$ cat config.mk
export PLATFORM = sky130hd
export DESIGN_NAME = hmac_sha1_engine
export DESIGN_NICKNAME = d
export VERILOG_FILES = /design/src/rtl/core/hs1e_pkg.sv /design/src/rtl/core/hs1e_core.sv /design/src/rtl/core/hmac_sha1_engine.sv
export SDC_FILE = /design/constraint.sdc
export NUM_CORES = 2
export LEC_CHECK = 0
export ABC_CLOCK_PERIOD_IN_PS = 30000
export BUFFER_PORTS_ARGS = -buffer_cell sky130_fd_sc_hd__buf_4
export CAP_MARGIN = 10
export CORE_AREA = 2 2 507 509
export DETAILED_ROUTE_END_ITERATION = 6
export DIE_AREA = 0 0 509 511
export HOLD_SLACK_MARGIN = 0.05
export PLACE_DENSITY = 0.66
export SYNTH_ARGS = -nofsm -noshare
export SYNTH_HDL_FRONTEND = slang
export SYNTH_SLANG_ARGS = --single-unit
$ cat constraint.sdc
create_clock -name clk -period 30 [get_ports clk]
set_clock_uncertainty 0.1 [all_clocks]
set_input_delay 4.5 -clock clk [delete_from_list [all_inputs] [get_ports clk]]
set_output_delay 4.5 -clock clk [all_outputs]
set_load 0.005 [all_outputs]
$ cat src/rtl/core/hs1e_pkg.sv
// hs1e_pkg: types, codes and constants for the hmac-sha1 engine
// used by hs1e_core and hmac_sha1_engine; no dependencies
package hs1e_pkg;

  typedef struct packed {
    logic [1:0] op;
    logic [7:0] data_byte;
  } hs1e_in_t;

  typedef struct packed {
    logic [31:0] mac_word;
    logic [2:0]  word_index;
    logic        last_word;
  } hs1e_out_t;

  localparam logic [1:0] OP_KEY = 2'd0;
  localparam logic [1:0] OP_MSG = 2'd1;
  localparam logic [1:0] OP_FIN = 2'd2;

  typedef enum logic [3:0] {
    ST_IDLE, ST_KRD, ST_KFD, ST_PEND, ST_PAD80, ST_PADZ, ST_PADL,
    ST_PWAIT, ST_KWR, ST_DFD, ST_OUT
  } hs1e_state_t;

  typedef enum logic [1:0] {KM_RAW, KM_IPAD, KM_OPAD} hs1e_kmode_t;
  typedef enum logic [1:0] {PM_LKEY, PM_INNER, PM_OUTER} hs1e_pmode_t;
  typedef enum logic [1:0] {JOB_KEY, JOB_MSG, JOB_FIN} hs1e_job_t;

  typedef struct packed {
    logic init;
    logic start;
  } hs1e_ctl_t;

  localparam logic [159:0] SHA1_IV = {32'h67452301, 32'hEFCDAB89, 32'h98BADCFE,
                                      32'h10325476, 32'hC3D2E1F0};
  localparam logic [7:0] IPAD_BYTE = 8'h36;
  localparam logic [7:0] OPAD_BYTE = 8'h5c;
  localparam logic [7:0] PAD_BYTE  = 8'h80;

  function automatic logic [31:0] sha1_k(input logic [6:0] rnd);
    logic [31:0] k;
    priority if (rnd < 7'd20) k = 32'h5A827999;
    else if (rnd < 7'd40)     k = 32'h6ED9EBA1;
    else if (rnd < 7'd60)     k = 32'h8F1BBCDC;
    else                      k = 32'hCA62C1D6;
    return k;
  endfunction

endpackage

$ cat src/rtl/core/hs1e_core.sv
// hs1e_core: sha-1 compression, one round per cycle over a 16-word window
// depends on hs1e_pkg
module hs1e_core import hs1e_pkg::*; (
  input  logic         clk,
  input  logic         rst_n,
  input  hs1e_ctl_t    ctl,
  input  logic [511:0] blk,
  output logic         busy,
  output logic [159:0] chain
);

  logic [159:0] chain_r;
  logic         busy_r;
  logic [6:0]   rnd_r;
  logic [31:0]  a_r, b_r, c_r, d_r, e_r;
  logic [31:0]  w_r [16];
  logic [31:0]  wx, cur, f, t;

  always_comb begin
    wx  = w_r[13] ^ w_r[8] ^ w_r[2] ^ w_r[0];
    cur = (rnd_r < 7'd16) ? w_r[0] : {wx[30:0], wx[31]};
    priority if (rnd_r < 7'd20) f = (b_r & c_r) | (~b_r & d_r);
    else if (rnd_r < 7'd40)     f = b_r ^ c_r ^ d_r;
    else if (rnd_r < 7'd60)     f = (b_r & c_r) | (b_r & d_r) | (c_r & d_r);
    else                        f = b_r ^ c_r ^ d_r;
    t = {a_r[26:0], a_r[31:27]} + f + e_r + sha1_k(rnd_r) + cur;
  end

  always_ff @(posedge clk) begin
    if (!rst_n) begin
      busy_r  <= 1'b0;
      rnd_r   <= '0;
      chain_r <= SHA1_IV;
    end else begin
      if (ctl.init) chain_r <= SHA1_IV;
      if (ctl.start) begin
        busy_r <= 1'b1;
        rnd_r  <= '0;
      end else if (busy_r) begin
        rnd_r <= rnd_r + 7'd1;
        if (rnd_r == 7'd79) begin
          busy_r  <= 1'b0;
          chain_r <= {chain_r[159:128] + t, chain_r[127:96] + a_r,
                      chain_r[95:64] + {b_r[1:0], b_r[31:2]},
                      chain_r[63:32] + c_r, chain_r[31:0] + d_r};
        end
      end
    end
  end

  always_ff @(posedge clk) begin
    if (ctl.start) begin
      for (int k = 0; k < 16; k++) w_r[k] <= blk[511 - 32*k -: 32];
      {a_r, b_r, c_r, d_r, e_r} <= chain_r;
    end else if (busy_r) begin
      for (int k = 0; k < 15; k++) w_r[k] <= w_r[k+1];
      w_r[15] <= cur;
      a_r <= t;
      b_r <= a_r;
      c_r <= {b_r[1:0], b_r[31:2]};
      d_r <= c_r;
      e_r <= d_r;
    end
  end

  assign busy  = busy_r;
  assign chain = chain_r;

endmodule

$ cat src/rtl/core/hmac_sha1_engine.sv
// hmac_sha1_engine: streaming hmac-sha1 top level, byte sequencer and key store
// depends on hs1e_pkg and hs1e_core
//
//   channel | ports                         | word
//   input   | in_valid in_ready in_data     | hs1e_in_t  (op, data_byte)
//   result  | out_valid out_ready out_data  | hs1e_out_t (mac_word, word_index, last_word)
//
// key byte: stored in the key store; the 65th key byte runs a raw key pass, later ones are hashed
// message byte: fed through the pending register, held while the block buffer waits for the core
// the key store has a registered read, so each key-pad pass alternates a read and a
// feed state per key byte; finish from the message phase pads the inner hash, runs
// the outer key pad and digest pass, plus a key pass first when it closes the key
// synchronous active-low reset, no clearing pass; in_ready only in idle,
// and five result words are held until taken
module hmac_sha1_engine import hs1e_pkg::*; (
  input  logic      clk,
  input  logic      rst_n,
  input  logic      in_valid,
  output logic      in_ready,
  input  hs1e_in_t  in_data,
  output logic      out_valid,
  input  logic      out_ready,
  output hs1e_out_t out_data
);

  hs1e_state_t  st_r, st_nxt;
  hs1e_job_t    job_r;
  hs1e_kmode_t  kmode_r;
  hs1e_pmode_t  pmode_r;
  logic         phase_r, long_r;
  logic [6:0]   klen_r, cidx_r, fill_r;
  logic [60:0]  cnt_r;
  logic [63:0]  len_r;
  logic [511:0] blk_r;
  logic [159:0] dig_r;
  logic [7:0]   pend_r, kq_r;
  logic         kvq_r;
  logic [63:0]  kv_r;
  logic [7:0]   kmem [64];

  hs1e_ctl_t    ctl;
  logic         busy;
  logic [159:0] chain;
  logic         acc, close, feed_ok, feed, pw_done, kwe;
  logic [7:0]   fb, kmask, kwd;
  logic [5:0]   kwa;

  hs1e_core u_core (
    .clk   (clk),
    .rst_n (rst_n),
    .ctl   (ctl),
    .blk   (blk_r),
    .busy  (busy),
    .chain (chain)
  );

  always_comb begin
    acc     = in_valid && in_ready;
    close   = acc && !phase_r && (in_data.op == OP_MSG || in_data.op == OP_FIN);
    feed_ok = fill_r != 7'd64;
    pw_done = (st_r == ST_PWAIT) && (fill_r == 7'd0) && !busy;
  end

  // next state
  always_comb begin
    st_nxt = st_r;
    unique case (st_r)
      ST_IDLE: begin
        if (acc) begin
          priority if (in_data.op == OP_KEY && !phase_r) begin
            if (long_r) st_nxt = ST_PEND;
            else if (klen_r[6]) st_nxt = ST_KRD;
          end else if (close) begin
            st_nxt = long_r ? ST_PAD80 : ST_KRD;
          end else if (in_data.op == OP_MSG) begin
            st_nxt = ST_PEND;
          end else if (in_data.op == OP_FIN) begin
            st_nxt = ST_PAD80;
          end else begin
            st_nxt = ST_IDLE;
          end
        end
      end
      ST_KRD: st_nxt = ST_KFD;
      ST_KFD: begin
        if (feed) begin
          if (cidx_r == 7'd63) begin
            unique case (kmode_r)
              KM_RAW:  st_nxt = ST_PEND;
              KM_IPAD: st_nxt = (job_r == JOB_MSG) ? ST_PEND : ST_PAD80;
              default: st_nxt = ST_DFD;
            endcase
          end else begin
            st_nxt = ST_KRD;
          end
        end
      end
      ST_PEND:  if (feed) st_nxt = ST_IDLE;
      ST_PAD80: if (feed) st_nxt = ST_PADZ;
      ST_PADZ:  if (fill_r == 7'd56) st_nxt = ST_PADL;
      ST_PADL:  if (feed && cidx_r == 7'd7) st_nxt = ST_PWAIT;
      ST_PWAIT: begin
        if (pw_done) begin
          unique case (pmode_r)
            PM_LKEY:  st_nxt = ST_KWR;
            PM_INNER: st_nxt = ST_KRD;
            default:  st_nxt = ST_OUT;
          endcase
        end
      end
      ST_KWR:  if (cidx_r == 7'd19) st_nxt = ST_KRD;
      ST_DFD:  if (feed && cidx_r == 7'd19) st_nxt = ST_PAD80;
      ST_OUT:  if (out_ready && cidx_r == 7'd4) st_nxt = ST_IDLE;
      default: st_nxt = ST_IDLE;
    endcase
  end

  // outputs and strobes
  always_comb begin
    unique case (kmode_r)
      KM_IPAD: kmask = IPAD_BYTE;
      KM_OPAD: kmask = OPAD_BYTE;
      default: kmask = 8'h00;
    endcase
    feed = 1'b0;
    fb   = 8'h00;
    unique case (st_r)
      ST_KFD: begin
        feed = feed_ok;
        fb   = (kvq_r ? kq_r : 8'h00) ^ kmask;
      end
      ST_PEND: begin
        feed = feed_ok;
        fb   = pend_r;
      end
      ST_PAD80: begin
        feed = feed_ok;
        fb   = PAD_BYTE;
      end
      ST_PADZ: feed = feed_ok && (fill_r != 7'd56);
      ST_PADL: begin
        feed = feed_ok;
        fb   = len_r[63:56];
      end
      ST_DFD: begin
        feed = feed_ok;
        fb   = dig_r[159:152];
      end
      default: feed = 1'b0;
    endcase
    ctl.start = (fill_r == 7'd64) && !busy;
    ctl.init  = (acc && in_data.op == OP_KEY && !phase_r && !long_r && klen_r[6]) ||
                (close && !long_r) || (pw_done && pmode_r == PM_INNER) ||
                (st_r == ST_KWR && cidx_r == 7'd19);
    kwe = (acc && in_data.op == OP_KEY && !phase_r && !long_r && !klen_r[6]) ||
          (st_r == ST_KWR);
    kwa = (st_r == ST_KWR) ? cidx_r[5:0] : klen_r[5:0];
    kwd = (st_r == ST_KWR) ? dig_r[159:152] : in_data.data_byte;
    in_ready  = st_r == ST_IDLE;
    out_valid = st_r == ST_OUT;
    out_data.mac_word   = dig_r[159:128];
    out_data.word_index = cidx_r[2:0];
    out_data.last_word  = cidx_r == 7'd4;
  end

  always_ff @(posedge clk) begin
    if (kwe) kmem[kwa] <= kwd;
    kq_r  <= kmem[cidx_r[5:0]];
    kvq_r <= kv_r[cidx_r[5:0]];
  end

  always_ff @(posedge clk) begin
    if (!rst_n) begin
      st_r    <= ST_IDLE;
      job_r   <= JOB_KEY;
      kmode_r <= KM_RAW;
      pmode_r <= PM_LKEY;
      phase_r <= 1'b0;
      long_r  <= 1'b0;
      klen_r  <= '0;
      cidx_r  <= '0;
      fill_r  <= '0;
      cnt_r   <= '0;
      kv_r    <= '0;
    end else begin
      st_r <= st_nxt;
      if (kwe) kv_r[kwa] <= 1'b1;
      if (ctl.init) begin
        fill_r <= '0;
        cnt_r  <= '0;
      end else if (ctl.start) begin
        fill_r <= '0;
      end else if (feed) begin
        fill_r <= fill_r + 7'd1;
        cnt_r  <= cnt_r + 61'd1;
      end
      unique case (st_r)
        ST_IDLE: begin
          if (acc) begin
            cidx_r <= '0;
            unique case (in_data.op)
              OP_KEY:  job_r <= JOB_KEY;
              OP_MSG:  job_r <= JOB_MSG;
              default: job_r <= JOB_FIN;
            endcase
            if (in_data.op == OP_KEY && !phase_r && !long_r) begin
              if (klen_r[6]) kmode_r <= KM_RAW;
              else klen_r <= klen_r + 7'd1;
            end
            if (close) begin
              if (long_r) pmode_r <= PM_LKEY;
              else kmode_r <= KM_IPAD;
            end else if (in_data.op == OP_FIN) begin
              pmode_r <= PM_INNER;
            end
          end
        end
        ST_KFD: begin
          if (feed) begin
            cidx_r <= (cidx_r == 7'd63) ? 7'd0 : cidx_r + 7'd1;
            if (cidx_r == 7'd63 && kmode_r == KM_IPAD) begin
              phase_r <= 1'b1;
              pmode_r <= PM_INNER;
            end
          end
        end
        ST_PEND: if (feed && job_r == JOB_KEY) long_r <= 1'b1;
        ST_PADZ: cidx_r <= '0;
        ST_PADL: if (feed) cidx_r <= cidx_r + 7'd1;
        ST_PWAIT: begin
          if (pw_done) begin
            cidx_r <= '0;
            if (pmode_r == PM_LKEY) kv_r <= '0;
            if (pmode_r == PM_INNER) kmode_r <= KM_OPAD;
          end
        end
        ST_KWR: begin
          cidx_r <= cidx_r + 7'd1;
          if (cidx_r == 7'd19) begin
            long_r  <= 1'b0;
            kmode_r <= KM_IPAD;
            cidx_r  <= '0;
          end
        end
        ST_DFD: begin
          if (feed) begin
            cidx_r <= cidx_r + 7'd1;
            if (cidx_r == 7'd19) pmode_r <= PM_OUTER;
          end
        end
        ST_OUT: begin
          if (out_ready) begin
            cidx_r <= cidx_r + 7'd1;
            if (cidx_r == 7'd4) begin
              cidx_r  <= '0;
              phase_r <= 1'b0;
              long_r  <= 1'b0;
              klen_r  <= '0;
              kv_r    <= '0;
            end
          end
        end
        default: ;
      endcase
    end
  end

  // datapath words
  always_ff @(posedge clk) begin
    if (acc) pend_r <= in_data.data_byte;
    if (feed) blk_r <= {blk_r[503:0], fb};
    if (st_r == ST_PAD80 && feed) len_r <= {cnt_r, 3'b000};
    else if (st_r == ST_PADL && feed) len_r <= {len_r[55:0], 8'h00};
    if (pw_done) dig_r <= chain;
    else if (st_r == ST_KWR || (st_r == ST_DFD && feed)) dig_r <= {dig_r[151:0], 8'h00};
    else if (st_r == ST_OUT && out_ready) dig_r <= {dig_r[127:0], 32'h0};
  end

`ifndef SYNTHESIS
  a_fill_bound: assert property (@(posedge clk) disable iff (!rst_n) fill_r <= 7'd64)
    else $error("block fill past 64");
  a_out_core_idle: assert property (@(posedge clk) disable iff (!rst_n) out_valid |-> !busy)
    else $error("mac shown while core busy");
  a_phase_long: assert property (@(posedge clk) disable iff (!rst_n) phase_r |-> !long_r)
    else $error("long key still open in message phase");
  a_clear_after: assert property (@(posedge clk) disable iff (!rst_n)
    out_valid && out_ready && out_data.last_word |=> klen_r == 7'd0 && !phase_r && kv_r == '0)
    else $error("key store not cleared after finish");
`endif

endmodule

### After elaboration in Yosys (flattened, before gate mapping)

Memory sizes are Yosys's and may differ from the RTL's. A register that Yosys moved wholly into a read port is not among the register bits.
Index checks and enable logic that the tools add are counted.

| storage, ports and cells | value |
|---|---|
| memory bits (writable) | 1024 |
| flip-flop bits (word level) | 1228 |
| bits of input ports | 14 |
| latch bits | 0 |
| memories kept | 2 |
| bits in read-only memories | 0 |

| operators by class | value |
|---|---|
| bitwise logic cells | 33 |
| shift operators | 0 |
| reductions and logical operators | 67 |
| divide/modulo/power cells | 0 |
| multiply operators | 0 |
| mux-type cells | 132 |
| eq/ne operators | 48 |
| add/subtract/negate cells | 14 |
| magnitude comparators | 7 |

Memories:

| memory | words | width | read ports | clocked after Yosys merged registers in | write ports | line | source |
|---|---|---|---|---|---|---|---|
| kmem | 64 | 8 | 1 | 1 | 1 | hmac_sha1_engine.sv:39 | `logic [7:0] kmem [64];` |
| u_core.w_r | 16 | 32 | 16 | 0 | 16 | hs1e_core.sv:16 | `logic [31:0] w_r [16];` |

Operators with widths:

| operator | number |
|---|---|
| 160-bit two-way mux | 7 |
| 32-bit two-way mux | 32 |
| 64-bit two-way mux | 7 |
| 32-bit adder | 9 |
| 32-bit bitwise XOR | 5 |
| 32-bit AND | 4 |
| 64-bit case mux with 2 select lines | 1 |
| 32-bit OR | 3 |
| 7-bit two-way mux | 13 |
| 64-bit OR | 1 |
| 61-bit by 1-bit adder with 61-bit output (second input constant) | 1 |
| 4-bit two-way mux | 14 |
| 7-bit case mux with 7 select lines | 1 |
| 4-bit case mux with 11 select lines | 1 |
| 8-bit case mux with 5 select lines | 1 |
| 2-bit two-way mux | 16 |
| 32-bit NOT | 1 |
| 31-bit two-way mux | 1 |
| 7-bit by 1-bit adder with 7-bit output (second input constant) | 4 |
| 7-bit case mux with 2 select lines | 2 |
| 1-bit logical AND | 27 |
| 2-bit != test (second input constant) | 13 |
| 5-bit AND reduction | 4 |
| 1-bit two-way mux | 18 |
| other kinds (48) | 115 |

### Logic depth before layout (Yosys ltp)

| logic depth | value |
|---|---|
| depth after elaboration | 14 |
| mapped depth | 37 |

### Cells and area by module

A second synthesis with hierarchy kept.

| unflattened totals | value |
|---|---|
| cells, all modules | 7429 |
| area, all modules | 102065.4 um^2 |

By module, submodules not included:

| module | times used | sequential area each (um^2) | cells each | area an instance (um^2) |
|---|---|---|---|---|
| hmac_sha1_engine | 1 | 40969.3 | 3405 | 53964.3 |
| hs1e_core | 1 | 23542.6 | 4024 | 48101.1 |

### Least setup slack after synthesis

No wires, ideal clock.

| path | value |
|---|---|
| path type | reg-to-reg |
| start | register u_core.busy_r (netlist: u_core.busy) |
| end | register u_core.busy_r (netlist: u_core.busy) |
| stages on the path, launching flop included | 5 |
| data arrival time | 18.281 ns |
| clock period less this slack | 18.542 ns |
| slack | 11.458 ns |
| cell sequence | dfxtp_1 clkbuf_1 clkbuf_1 nand2b_1 and3_1 |

| on the way | value |
|---|---|
| word-level cells in the longest chain between the ends | 3 |

RTL lines:

| what | line | source |
|---|---|---|
| start, declared | hs1e_core.sv:13 | `logic busy_r;` |
| start signal, assigned | hs1e_core.sv:31 | `busy_r <= 1'b0;` |
| start signal, assigned | hs1e_core.sv:37 | `busy_r <= 1'b1;` |
| start signal, assigned | hs1e_core.sv:42 | `busy_r <= 1'b0;` |
| 1-bit logical NOT | hmac_sha1_engine.sv:151 | `ctl.start = (fill_r == 7'd64) && !busy;` |
| 1-bit logical AND | hmac_sha1_engine.sv:151 |  |
| 1-bit two-way mux * | hs1e_core.sv:36 | `if (ctl.start) begin` |

Mark *: on every way between the ends. The rest lies on a longest branch, timed or not.
A chain may end at the register's enable or synchronous reset.

### Final worst setup path

| path | value |
|---|---|
| start | register u_core.rnd_r[4] |
| end | register u_core.chain_r[156] (netlist: u_core.chain[156]) |

| on the way | value |
|---|---|
| word-level cells in the longest chain between the ends | 12 |

RTL lines:

| what | line | source |
|---|---|---|
| start, declared | hs1e_core.sv:14 | `logic [6:0] rnd_r;` |
| start signal, assigned | hs1e_core.sv:40 | `rnd_r <= rnd_r + 7'd1;` |
| 7-bit by 6-bit less-than comparator with 1-bit output | hs1e_pkg.sv:44, hs1e_core.sv:24 |  |
| 32-bit two-way mux | hs1e_core.sv:24 | `else if (rnd_r < 7'd60) f = (b_r & c_r) \| (b_r & d_r) \| (c_r & d_r);` |
| 32-bit two-way mux | hs1e_core.sv:23 | `else if (rnd_r < 7'd40) f = b_r ^ c_r ^ d_r;` |
| 32-bit two-way mux | hs1e_core.sv:22 | `priority if (rnd_r < 7'd20) f = (b_r & c_r) \| (~b_r & d_r);` |
| 32-bit adder (4 in series) | hs1e_core.sv:26 | `t = {a_r[26:0], a_r[31:27]} + f + e_r + sha1_k(rnd_r) + cur;` |
| 32-bit adder | hs1e_core.sv:43 | `chain_r <= {chain_r[159:128] + t, chain_r[127:96] + a_r,` |
| 160-bit two-way mux * | hs1e_core.sv:41 | `if (rnd_r == 7'd79) begin` |
| 160-bit two-way mux * | hs1e_core.sv:39 | `end else if (busy_r) begin` |
| 160-bit two-way mux * | hs1e_core.sv:36 |  |
| end signal, assigned | hs1e_core.sv:43 |  |
| end, declared | hs1e_core.sv:12 | `logic [159:0] chain_r;` |

Marks and branches as above.

==> summary.txt <==
Total Power Consumption: 0.00882 W
area share of the largest cell type after synthesis: 57.0%
final hold violation count: 0
Net Sw Power: 0.00243 W
Post-Syn Area: 0.101 mm^2
Worst slew margin: 16.5%
grt total ovfl: 0
Post-CTS Resized: 0
final setup vio count: 0
Initial Util: 39.7%
CTS H-tree lvls: 4
library cells used by synthesis: 100
Die X: 509 um
largest cells by area after synthesis: edfxtp_1, dfxtp_1, nand2_1, mux2_2, mux4_2
min cycle time layout: 9210 ps
status: finished clean
fraction of layout cells with a size suffix above 1: 14.7%
ys async rst share: 0%
fin crit share: 30.7%
CTS clock-pin slew for the worst setup and hold paths: 60 ps
R2R depth: 34
first-pass GRT wire length: 391000 um
Worst path top cell family by delay: compound AO/OA/AOI/OAI gates
GRT met1 Usage: 28.7%
CP Data Required Time: 30630 ps
DIE AREA: 0.260 mm^2
Max clock buf depth: 3
largest stage delay on the critical path: 610 ps
worst reg2reg endpoint: u_core.chain[156]
Core Rows: 186
# hold bufs at CTS: 0
Num CTS Buffers: 220
via/cell ratio: 5.52
worst reg2reg setup slack: 20790 ps
switch share: 27.6%
Vias: 61800
Max Slew Vio Count: 0
area grow syn2layout: 11.2%
IO Port Bufs: 51
Worst setup SP type: flop
Cell Int Power: 0.00639 W
Crit-path slowest cell: a2111oi_1
router iterations before antenna repair: 5
most frequent cells in the layout: edfxtp_1, nand2_1, nor2_1
post-synth net total: 7994
RSZ-0062 raised after global routing: no
Global Route met3 Usage: 3.33%
CP endpoint kind: flop
Iter 0 DRT Violations: 6507
I/O pins: 52
Synth Warn #: 0
Hold Path Cell Cnt: 0
pin count of the biggest net entering global routing: 175
worst hold path type: flop to flop
DRC viols: 0
CTS Sinks: 2260
GR Layer Usage met2: 29.4%
initial antenna violation count: 5
fillcell total: 22500
GRT Max-Usage Layer: met2
DP Wirelength: 176000 um
Skew-Pair Late Insertion Delay: 900 ps
CTS tree: done
Tot GR Track Use: 19.7%
worst ir drop on vdd: 89.6 uV
Sum Neg Setup Slack: 0 ps
Syn Area/Cell: 13.3 um^2
Final GP Congestion: 0.942
Slew @ Worst Pin: 1240 ps
core area: 0.255 mm^2
post-CTS setup buffer count: 0
critical path fanouts, max: 32
Clock power frac: 32.1%
worst hold endpoint: blk_r[157]
Seq cells post-synth: 2260
CP Class: flop to flop
R2R Path Start: u_core.rnd_r[4]
Final nets: 7976
top cell type by total area after synthesis: edfxtp_1
antenna viol nets, final: 0
main flop type after synthesis: edfxtp_1
Leak: 39.3 nW
vias in the first global route: 60200
total wire length: 261000 um
Power Dens Cells: 78.3 mW/mm^2
max_cap viols: 0
hold path start: blk_r[149]
cell with the most instances on the worst path: inv_1
number of flops mapped to enable cells by yosys: 1925
commonest non-fill, non-tap cell in the layout: edfxtp_1
Max Fclk: 109 MHz
CTS root buffer: clkbuf_16
CP bufs+invs: 9
Post-Syn Instances: 7620
crit path DAT: 9830 ps
chip height: 511 um
sequential share of the synthesized area: 63.7%
routed len/inst: 23.4 um
Comb power frac: 15.2%
sequential power share: 52.7%
==> stage by stage <==
stage	area [um^2]	setup WS [ps]	cells	hold WS (ps)	utilization, %
floorplan	101000	11460	7620	320	-
global placement	105000	20950	10800	325	41.2
detailed placement	105000	20930	10800	330	41.2
CTS	113000	20950	11200	271	44.1
global route	113000	20140	11200	278	44.1
finish	113000	20790	11200	283	44.1
==> layout make-up <==
| cell class | instances | area [um^2] | area share (%) |
|---|---|---|---|
| Inverter | 234 | 881 | 0.782 |
| Tap cell | 3384 | 4230 | 3.76 |
| Clock inverter | 126 | 1480 | 1.31 |
| Clock buffer | 290 | 5990 | 5.32 |
| Multi-Input combinational cell | 4748 | 34500 | 30.6 |
| Antenna cell | 6 | 15.0 | 0.0133 |
| Timing Repair Buffer | 138 | 1070 | 0.953 |
| Sequential cell | 2260 | 64500 | 57.3 |
==> worst register-to-register path, delay by kind of cell (launching register included) <==
family	cells	cell delay, ps
AND/OR/NAND/NOR	3	700
XOR/XNOR	2	350
adder cells (fa/ha/maj)	5	1760
flip-flops	1	600
buffers and inverters	9	1450
AO/OA/AOI/OAI	15	4150
==> cells in the mapped netlist, types with 91 or more instances <==
library cell and n:
o21ai_0 255, dfxtp_1 335, mux4_2 189, inv_1 233, nand3_1 91, nor2_1 520, mux2_2 418, o21a_1 96
a31oi_1 159, xnor2_1 210, xor2_1 109, fa_1 124, nand2_1 1362, ha_1 236, edfxtp_1 1925, clkbuf_1 301
a21oi_1 242
==> per-layer routing <==
metal  share of wire [%]  wire (um)
met1                  43     113000
met2                  44     116000
met3                 8.0      20900
met4                 4.1      10800
met5              0.0050         13
==> power by group through the flow <==
stage | clock network, W | logic (W) | registers (W)
after global routing | 0.00300 | 0.00145 | 0.00471
after detailed placement | 0 | 0.00134 | 0.00470
after global placement | 0 | 0.00132 | 0.00469
after floorplan | 0 | 0.000909 | 0.00497
after CTS | 0.00288 | 0.00135 | 0.00465
final | 0.00283 | 0.00134 | 0.00465
==> registers in the layout, summed over array words and instances (netlist names), 2 cells and up, named ones only <==
| register | flops |
|---|---|
| u_core.b_r | 32 |
| fill_r | 7 |
| u_core.a_r | 32 |
| kv_r | 64 |
| u_core.c_r | 32 |
| u_core.chain | 160 |
| pend_r | 8 |
| dig_r | 160 |
| klen_r | 7 |
| job_r | 2 |
| u_core.d_r | 32 |
| blk_r | 512 |
| kmem | 512 |
| len_r | 61 |
| u_core.w_r | 512 |
| pmode_r | 2 |
| st_r | 4 |
| cidx_r | 7 |
| kq_r | 8 |
| u_core.rnd_r | 7 |
| u_core.e_r | 32 |
| cnt_r | 61 |
==> how the worst max path moves through the flow <==
stage	endpoint	cells after the start	from	slack, ps
2_1_floorplan	u_core.busy	4	u_core.busy	11460
3_3_place_gp	u_core.chain[156]	34	u_core.rnd_r[4]	20950
3_5_place_dp	u_core.chain[156]	34	u_core.rnd_r[4]	20930
4_1_cts	u_core.chain[156]	34	u_core.rnd_r[4]	20950
5_1_grt	u_core.chain[156]	34	u_core.rnd_r[4]	20140
6_report	u_core.chain[156]	34	u_core.rnd_r[4]	20790
==> cells by family (layout without fill, tap and decap cells) <==
family                     after synthesis  count (layout)  synth area share [%]
and+or+nand+nor                       2332            2332                  9.68
buffers and inverters                  612             788                  2.41
DFF                                   2260            2260                  63.7
xor gates and xnor gates               320             320                  2.78
AOI/OAI and AO/OA                     1108            1108                  7.04
other                                    0               6                     0
adders and majority gates              360             360                  5.36
muxes                                  628             628                  9.05
(Power assumes the default switching activity.)
